`src/sv/ros_pkg.sv`:
```
// Shared types, widths, codes and helper functions of the rectangle overlap tester.
`default_nettype none
package ros_pkg;

  // Coordinate and derived arithmetic widths
  localparam int COORD_WIDTH = 16;
  localparam int EDGE_WIDTH  = COORD_WIDTH + 1;
  localparam int PROD_WIDTH  = COORD_WIDTH + EDGE_WIDTH;
  localparam int PROJ_WIDTH  = PROD_WIDTH + 1;

  // One axis cell per separating axis candidate
  localparam int NUM_CELLS   = 4;
  localparam int NUM_CORNERS = 4;

  // Stream widths
  localparam int IN_DATA_WIDTH  = 2 * NUM_CORNERS * COORD_WIDTH;
  localparam int OUT_DATA_WIDTH = 8;

  // Command codes carried in tuser
  localparam logic CMD_LOAD = 1'b0;
  localparam logic CMD_TEST = 1'b1;

  typedef struct packed {
    logic signed [COORD_WIDTH-1:0] x;
    logic signed [COORD_WIDTH-1:0] y;
  } point_t;

  typedef point_t [NUM_CORNERS-1:0] rect_t;

  typedef struct packed {
    logic signed [EDGE_WIDTH-1:0] ex;
    logic signed [EDGE_WIDTH-1:0] ey;
  } axis_t;

  // Work item that travels along the cell chain
  typedef struct packed {
    rect_t                     ra;
    rect_t                     rb;
    axis_t [NUM_CELLS-1:0]     axes;
    logic                      ok;
  } item_t;

  // Edge vector p - q, exact at one bit more than a coordinate
  function automatic axis_t edge_of(point_t p, point_t q);
    axis_t e;
    e.ex = EDGE_WIDTH'($signed(p.x)) - EDGE_WIDTH'($signed(q.x));
    e.ey = EDGE_WIDTH'($signed(p.y)) - EDGE_WIDTH'($signed(q.y));
    return e;
  endfunction

  // Exact signed coordinate by edge component product
  function automatic logic signed [PROD_WIDTH-1:0] mul(
    logic signed [COORD_WIDTH-1:0] a,
    logic signed [EDGE_WIDTH-1:0]  b
  );
    logic signed [PROD_WIDTH-1:0] aw;
    logic signed [PROD_WIDTH-1:0] bw;
    aw = PROD_WIDTH'(a);
    bw = PROD_WIDTH'(b);
    return aw * bw;
  endfunction

endpackage
`default_nettype wire

```
`src/sv/rect_overlap_sat.sv`:
```
// Top level of the separating axis rectangle overlap tester.
//
// Input stream (s_*): one beat carries four corners of a rectangle in tdata
// and a command in tuser. A load beat stores the corners as the reference
// rectangle and yields no result. A test beat checks the beat's rectangle
// against the reference as it stands when the beat is taken, and yields one
// result beat on m_* whose bit 0 is 1 when the rectangles overlap or touch.
// Results leave in the order of the test beats.
// Throughput: one beat per cycle while the receiver keeps up. A test beat passes
// through one front stage that forms the edge vectors, then four axis cells of three
// stages each (products, projections with pairwise min/max, range compare).
// Every stage holds a valid bit and is loaded when it is empty or its
// successor moves, so a stalled receiver only blocks once the chain is full
// and empty slots keep taking input meanwhile.
// Reset clears every valid bit and sets the reference rectangle to four
// corners at the origin.
`default_nettype none
module rect_overlap_sat (
  input  wire logic                                clk,
  input  wire logic                                rst,
  input  wire logic                                s_tvalid,
  output logic                                     s_tready,
  // corner0_x, corner0_y, corner1_x, corner1_y, corner2_x, corner2_y,
  // corner3_x, corner3_y (16 bits each)
  input  wire logic [ros_pkg::IN_DATA_WIDTH-1:0]   s_tdata,
  // cmd
  input  wire logic                                s_tuser,
  output logic                                     m_tvalid,
  input  wire logic                                m_tready,
  // overlaps, then zero padding
  output logic [ros_pkg::OUT_DATA_WIDTH-1:0]       m_tdata
);

  localparam int CW = ros_pkg::COORD_WIDTH;

  ros_pkg::rect_t in_rect;
  logic           cv [ros_pkg::NUM_CELLS+1];
  logic           cr [ros_pkg::NUM_CELLS+1];
  ros_pkg::item_t ci [ros_pkg::NUM_CELLS+1];

  // Unpack the corners from the beat
  always_comb begin
    for (int k = 0; k < ros_pkg::NUM_CORNERS; k++) begin
      in_rect[k].x = s_tdata[2*CW*k +: CW];
      in_rect[k].y = s_tdata[2*CW*k + CW +: CW];
    end
  end

  ros_front u_front (
    .clk       (clk),
    .rst       (rst),
    .in_valid  (s_tvalid),
    .in_ready  (s_tready),
    .in_cmd    (s_tuser),
    .in_rect   (in_rect),
    .out_valid (cv[0]),
    .out_ready (cr[0]),
    .out_item  (ci[0])
  );

  // Chain of axis cells
  for (genvar g = 0; g < ros_pkg::NUM_CELLS; g++) begin : g_cell
    ros_cell u_cell (
      .clk       (clk),
      .rst       (rst),
      .in_valid  (cv[g]),
      .in_ready  (cr[g]),
      .in_item   (ci[g]),
      .out_valid (cv[g+1]),
      .out_ready (cr[g+1]),
      .out_item  (ci[g+1])
    );
  end

  // Drive the result beat from the last cell's register
  assign m_tvalid                 = cv[ros_pkg::NUM_CELLS];
  assign cr[ros_pkg::NUM_CELLS]   = m_tready;
  assign m_tdata = ros_pkg::OUT_DATA_WIDTH'(ci[ros_pkg::NUM_CELLS].ok);

endmodule
`default_nettype wire

```
`src/sv/ros_front.sv`:
```
// Front stage: reference rectangle store and edge vector computation.
`default_nettype none
module ros_front (
  input  wire logic           clk,
  input  wire logic           rst,
  input  wire logic           in_valid,
  output logic                in_ready,
  input  wire logic           in_cmd,
  input  wire ros_pkg::rect_t in_rect,
  output logic                out_valid,
  input  wire logic           out_ready,
  output ros_pkg::item_t      out_item
);

  ros_pkg::rect_t ref_rect;
  ros_pkg::item_t item_next;
  logic           accept;

  assign in_ready = !out_valid || out_ready;
  assign accept   = in_valid && in_ready;

  // Build the work item against the reference as it stands before this beat
  always_comb begin
    item_next         = '0;
    item_next.ra      = ref_rect;
    item_next.rb      = in_rect;
    item_next.axes[0] = ros_pkg::edge_of(ref_rect[1], ref_rect[0]);
    item_next.axes[1] = ros_pkg::edge_of(ref_rect[3], ref_rect[0]);
    item_next.axes[2] = ros_pkg::edge_of(in_rect[1], in_rect[0]);
    item_next.axes[3] = ros_pkg::edge_of(in_rect[3], in_rect[0]);
    item_next.ok      = 1'b1;
  end

  // Hold the reference and the stage valid; only test beats enter the chain
  always_ff @(posedge clk) begin
    if (rst) begin
      ref_rect  <= '0;
      out_valid <= 1'b0;
    end else begin
      if (in_ready) begin
        out_valid <= in_valid && (in_cmd == ros_pkg::CMD_TEST);
      end
      if (accept && (in_cmd == ros_pkg::CMD_LOAD)) begin
        ref_rect <= in_rect;
      end
    end
  end

  // Load the stage payload
  always_ff @(posedge clk) begin
    if (in_ready) begin
      out_item <= item_next;
    end
  end

endmodule
`default_nettype wire

```
`src/sv/ros_cell.sv`:
```
// Axis cell: projects all eight corners on one axis and checks for separation.
`default_nettype none
module ros_cell (
  input  wire logic           clk,
  input  wire logic           rst,
  input  wire logic           in_valid,
  output logic                in_ready,
  input  wire ros_pkg::item_t in_item,
  output logic                out_valid,
  input  wire logic           out_ready,
  output ros_pkg::item_t      out_item
);

  localparam int NPTS = 2 * ros_pkg::NUM_CORNERS;

  ros_pkg::point_t pts [NPTS];

  // Stage 1: products
  logic                                   v1;
  logic                                   rdy1;
  ros_pkg::item_t                         it1;
  logic signed [ros_pkg::PROD_WIDTH-1:0]  py [NPTS];
  logic signed [ros_pkg::PROD_WIDTH-1:0]  px [NPTS];

  // Stage 2: projections reduced pairwise
  logic                                   v2;
  logic                                   rdy2;
  ros_pkg::item_t                         it2;
  logic signed [ros_pkg::PROJ_WIDTH-1:0]  proj  [NPTS];
  logic signed [ros_pkg::PROJ_WIDTH-1:0]  lo_next [NPTS/2];
  logic signed [ros_pkg::PROJ_WIDTH-1:0]  hi_next [NPTS/2];
  logic signed [ros_pkg::PROJ_WIDTH-1:0]  lo2 [NPTS/2];
  logic signed [ros_pkg::PROJ_WIDTH-1:0]  hi2 [NPTS/2];

  // Stage 3: range compare and hand-off
  logic                                   rdy3;
  logic signed [ros_pkg::PROJ_WIDTH-1:0]  lo_a;
  logic signed [ros_pkg::PROJ_WIDTH-1:0]  hi_a;
  logic signed [ros_pkg::PROJ_WIDTH-1:0]  lo_b;
  logic signed [ros_pkg::PROJ_WIDTH-1:0]  hi_b;
  logic                                   sep;
  ros_pkg::item_t                         item_next;

  // Ready chain lets bubbles collapse
  assign rdy3     = !out_valid || out_ready;
  assign rdy2     = !v2 || rdy3;
  assign rdy1     = !v1 || rdy2;
  assign in_ready = rdy1;

  // Gather the reference corners then the incoming corners
  always_comb begin
    for (int k = 0; k < ros_pkg::NUM_CORNERS; k++) begin
      pts[k]                        = in_item.ra[k];
      pts[k + ros_pkg::NUM_CORNERS] = in_item.rb[k];
    end
  end

  // Advance the valid bits
  always_ff @(posedge clk) begin
    if (rst) begin
      v1        <= 1'b0;
      v2        <= 1'b0;
      out_valid <= 1'b0;
    end else begin
      if (rdy1) begin
        v1 <= in_valid;
      end
      if (rdy2) begin
        v2 <= v1;
      end
      if (rdy3) begin
        out_valid <= v2;
      end
    end
  end

  // Multiply every corner by the normal of the current axis
  always_ff @(posedge clk) begin
    if (rdy1) begin
      it1 <= in_item;
      for (int k = 0; k < NPTS; k++) begin
        py[k] <= ros_pkg::mul(pts[k].y, in_item.axes[0].ex);
        px[k] <= ros_pkg::mul(pts[k].x, in_item.axes[0].ey);
      end
    end
  end

  // Form projections and the pairwise min and max
  always_comb begin
    for (int k = 0; k < NPTS; k++) begin
      proj[k] = ros_pkg::PROJ_WIDTH'(py[k]) - ros_pkg::PROJ_WIDTH'(px[k]);
    end
    for (int g = 0; g < NPTS / 2; g++) begin
      lo_next[g] = (proj[2*g] < proj[2*g+1]) ? proj[2*g] : proj[2*g+1];
      hi_next[g] = (proj[2*g] > proj[2*g+1]) ? proj[2*g] : proj[2*g+1];
    end
  end

  always_ff @(posedge clk) begin
    if (rdy2) begin
      it2 <= it1;
      for (int g = 0; g < NPTS / 2; g++) begin
        lo2[g] <= lo_next[g];
        hi2[g] <= hi_next[g];
      end
    end
  end

  // Finish the ranges, test for a gap, rotate the next axis into place
  always_comb begin
    lo_a = (lo2[0] < lo2[1]) ? lo2[0] : lo2[1];
    hi_a = (hi2[0] > hi2[1]) ? hi2[0] : hi2[1];
    lo_b = (lo2[2] < lo2[3]) ? lo2[2] : lo2[3];
    hi_b = (hi2[2] > hi2[3]) ? hi2[2] : hi2[3];
    sep  = (hi_a < lo_b) || (hi_b < lo_a);
    item_next    = it2;
    item_next.ok = it2.ok && !sep;
    for (int j = 0; j < ros_pkg::NUM_CELLS; j++) begin
      item_next.axes[j] = it2.axes[2'(j + 1)];
    end
  end

  always_ff @(posedge clk) begin
    if (rdy3) begin
      out_item <= item_next;
    end
  end

endmodule
`default_nettype wire

```
`config.mk`:
```
export PLATFORM = sky130hd
export DESIGN_NAME = rect_overlap_sat
export DESIGN_NICKNAME = d
export VERILOG_FILES = /design/src/sv/ros_pkg.sv /design/src/sv/rect_overlap_sat.sv /design/src/sv/ros_front.sv /design/src/sv/ros_cell.sv
export SDC_FILE = /design/constraint.sdc
export NUM_CORES = 1
export LEC_CHECK = 0
export ABC_AREA = 1
export CAP_MARGIN = 0
export CORE_AREA = 2 2 55 57
export DETAILED_ROUTE_END_ITERATION = 6
export DIE_AREA = 0 0 57 59
export DONT_BUFFER_PORTS = 1
export GPL_TIMING_DRIVEN = 0
export MAX_ROUTING_LAYER = met4
export PLACE_DENSITY = 0.38
export SLEW_MARGIN = 5
export SYNTH_ARGS = -nofsm -noshare
export SYNTH_HDL_FRONTEND = slang
export SYNTH_SLANG_ARGS = --single-unit
```
`constraint.sdc`:
```
create_clock -name clk -period 1.7 [get_ports clk]
set_input_delay 0.51 -clock clk [delete_from_list [all_inputs] [get_ports clk]]
set_output_delay 0.51 -clock clk [all_outputs]
set_load 0.01 [all_outputs]
```
==> results.sh <==
export IMPL_status="finished with violations"
export IMPL_violations="negative setup slack"
export IMPL_drcViolationCount=0
export IMPL_rsz0062_at_grt="true"
export IMPL_max_vdd_ir_drop_uv=364.0
export IMPL_ys_warn_count=0
export IMPL_fin_crit_ns=1.948
export IMPL_r2r_end="g_cell[0].u_cell.v1$_SDFFE_PP0P_"
export IMPL_core_area_um2=2710
export IMPL_worst_slack_ns=-0.2476
export IMPL_post_place_ws_ns=-0.2458
export IMPL_place_hpwl_um=562.5
export IMPL_reg2reg_slack_ns=0.32
export IMPL_start_util_pct=20.50
export IMPL_rows=19
export IMPL_grt_pass1_wl_mm=1.214
export IMPL_routedWlPerCell_um=7.218
export IMPL_ioPinCount=143
export IMPL_die_w_um=57
export IMPL_hp_start="rst"
export IMPL_p_per_area_nw_per_um2=766.1
export IMPL_static_leakage_power_nw=0.2863
export IMPL_cts_htree_levels=1
export IMPL_antenna_found_initial=0
export IMPL_cts_sinks=13
export IMPL_crit_required_ns=1.19
export IMPL_period_share_pct=114.6
export IMPL_cts_hold_buffers=0
export IMPL_reg2reg_depth=9
export IMPL_critPathMaxFanout=3
export IMPL_synthTopCellsByArea="dfxtp_1 (47%), buf_4 (11%), nand4_4 (7.7%), a21oi_1 (7.2%), nor2_4 (6.1%)"
export IMPL_path_clk_slew_ns=0.07
export IMPL_die_area_um2=3363
export IMPL_hold_viol=0
export IMPL_synth_cell_type_count=16
export IMPL_drtPass1Iterations=1
export IMPL_first_iter_violations=0
export IMPL_synth_seq_cells=13
export IMPL_cp_arrival_ns=1.44
export IMPL_min_path_cells=1
export IMPL_clockRootBuffer="clkbuf_4"
export IMPL_cts_tree="built"
export IMPL_nFillCells=306
export IMPL_post_route_util_pct=25.12
export IMPL_fp_dieH_um=59
export IMPL_worst_setup_path_start_kind="flop"
export IMPL_stdcell_area_um2=680.7
export IMPL_grt_usage_pct=5.166
export IMPL_synthCells=57
export IMPL_dpl_instance_area_um2=620.6
export IMPL_avgSynthCellArea_um2=9.746
export IMPL_drv_slew=0
export IMPL_cp_end_kind="output port"
export IMPL_grt_pass1_vias=314
export IMPL_hold_end="g_cell[3].u_cell.v1$_SDFFE_PP0P_"
export IMPL_clockBufferDepth=2
export IMPL_fin_skew_ns=0.005002
export IMPL_place_congestion=0.6003
export IMPL_fmax_mhz=513.4
export IMPL_clkLatencyLatePin_ns=0.27
export IMPL_grt_max_degree=11
export IMPL_syn_area_um2=555.5
export IMPL_min_path_type="in -> reg"
export IMPL_setup_viol=1
export IMPL_numPlacedInstances=95
export IMPL_seq_area_frac_synth_pct=46.85
export IMPL_diodes=0
export IMPL_drv_cap=0
export IMPL_instances_no_fill=101
export IMPL_fin_hold_ws_ns=0.2953
export IMPL_via_per_inst=3.564
export IMPL_drtAntennaViolNets=0
export IMPL_vias=360
export IMPL_yosysTopAreaCellShare_pct=46.85
export IMPL_cts_buffers=3
export IMPL_critPathKind="reg -> out"
export IMPL_wirelength_um=729
export IMPL_r2r_start="g_cell[3].u_cell.out_valid$_SDFFE_PP0P_"
export IMPL_area_growth_pct=22.52
export IMPL_drive_gt1_share_pct=34.29
export IMPL_nets=204
export IMPL_synth_top_cell_by_area="dfxtp_1"
export IMPL_overflow=0
export IMPL_portBuffers=0
-- per-layer routing --
layer | vias to the layer above | global-route usage [%] | part of all wire, %
li1 | 193 | - | -
met1 | 149 | 4.178 | 39
met2 | 16 | 9.031 | 48
met3 | 2 | 3.712 | 13
met4 | 0 | 1.993 | 0.69
met5 | - | - | 0
-- cells in the mapped netlist --
master / instances
conb_1: 1
o21ba_1: 1
buf_4: 8
nand4_4: 2
a31oi_1: 1
inv_2: 1
a21oi_1: 8
clkbuf_1: 1
nand3_2: 2
a21oi_2: 1
dfxtp_1: 13
nor2_4: 3
nand2_1: 1
nor2_1: 8
o21ba_2: 1
inv_1: 5
-- metrics by stage --
| stage | total power [W] | TNS (ns) |
|---|---|---|
| floorplan | 0.0003448 | -0.1271 |
| global placement | 0.0003470 | -0.2353 |
| detailed placement | 0.0003473 | -0.2458 |
| CTS | 0.0005347 | -0.3046 |
| global route | 0.0005516 | -0.3578 |
| finish | 0.0005214 | -0.2476 |
-- where the power goes --
| group | leakage [nW] | switching, W | internal (W) |
|---|---|---|---|
| sequential | 0.106 | 0.00000233 | 0.000305 |
| combinational | 0.166 | 0.0000170 | 0.0000152 |
| clock | 0.0150 | 0.0000909 | 0.0000908 |
| total | 0.286 | 0.000110 | 0.000411 |
-- sequential cells by signal (all words and copies together) (netlist names) --
signal	count
u_front.out_valid	1
g_cell.u_cell.out_valid	4
g_cell.u_cell.v1	4
g_cell.u_cell.v2	4
-- worst max-delay path by stage --
stage	endpoint	from	slack, ns
after floorplan	s_tready	m_tready	-0.13
after global placement	s_tready	m_tready	-0.24
after detailed placement	s_tready	m_tready	-0.25
after CTS	s_tready	g_cell[3].u_cell.out_valid$_SDFFE_PP0P_	-0.30
after global routing	s_tready	g_cell[3].u_cell.out_valid$_SDFFE_PP0P_	-0.36
final	s_tready	g_cell[3].u_cell.out_valid$_SDFFE_PP0P_	-0.25
-- layout by cell type, fill, tap and decap left out --
cell type,Yosys,final
clkbuf_4,0,3
a21oi_1,8,8
o21ba_2,1,1
nor2_4,3,3
buf_4,8,10
inv_1,5,5
nand3_4,0,2
a21oi_2,1,1
a31oi_1,1,1
nand4_4,2,2
conb_1,1,8
dfxtp_1,13,12
o21ba_1,1,1
clkbuf_1,1,2
dfxtp_4,0,1
nand2_1,1,1
inv_2,1,1
nor2_1,8,8
-- logic make-up (layout without fill, tap and decap cells) --
group,Yosys count,after routing,share of synthesized area (%)
flip-flops,13,13,46.85
buffers and inverters,15,21,15.54
AO/OA/AOI/OAI,12,12,13.51
other,1,8,0.6750
AND/OR/NAND/NOR,16,16,23.42
-- timing repair --
action,in CTS,in global routing
pin swaps,1,2
gates resized for setup,4,0
setup buffers,1,1
hold endpoints to repair,0,0
endpoints found under the setup margin,1,1
-- layout make-up --
cell class | count | area, µm² | area share (%)
well taps | 31 | 38.79 | 5.699
repair buffers | 2 | 15.01 | 2.206
plain buffers | 9 | 63.81 | 9.375
flip-flops and latches | 13 | 264.0 | 38.79
clock buffers | 4 | 26.28 | 3.860
inverters | 6 | 22.52 | 3.309
multi-input cells | 36 | 250.2 | 36.76
-- worst max-delay path, stage by stage (launching register included) --
cell	delay (ns)
dfxtp_4	0.38
nand3_4	0.09
nor2_4	0.11
nand4_4	0.10
nor2_4	0.13
nand4_4	0.10
nor2_4	0.15
nand3_4	0.10
Note: power is estimated with default switching activity, not from simulation.
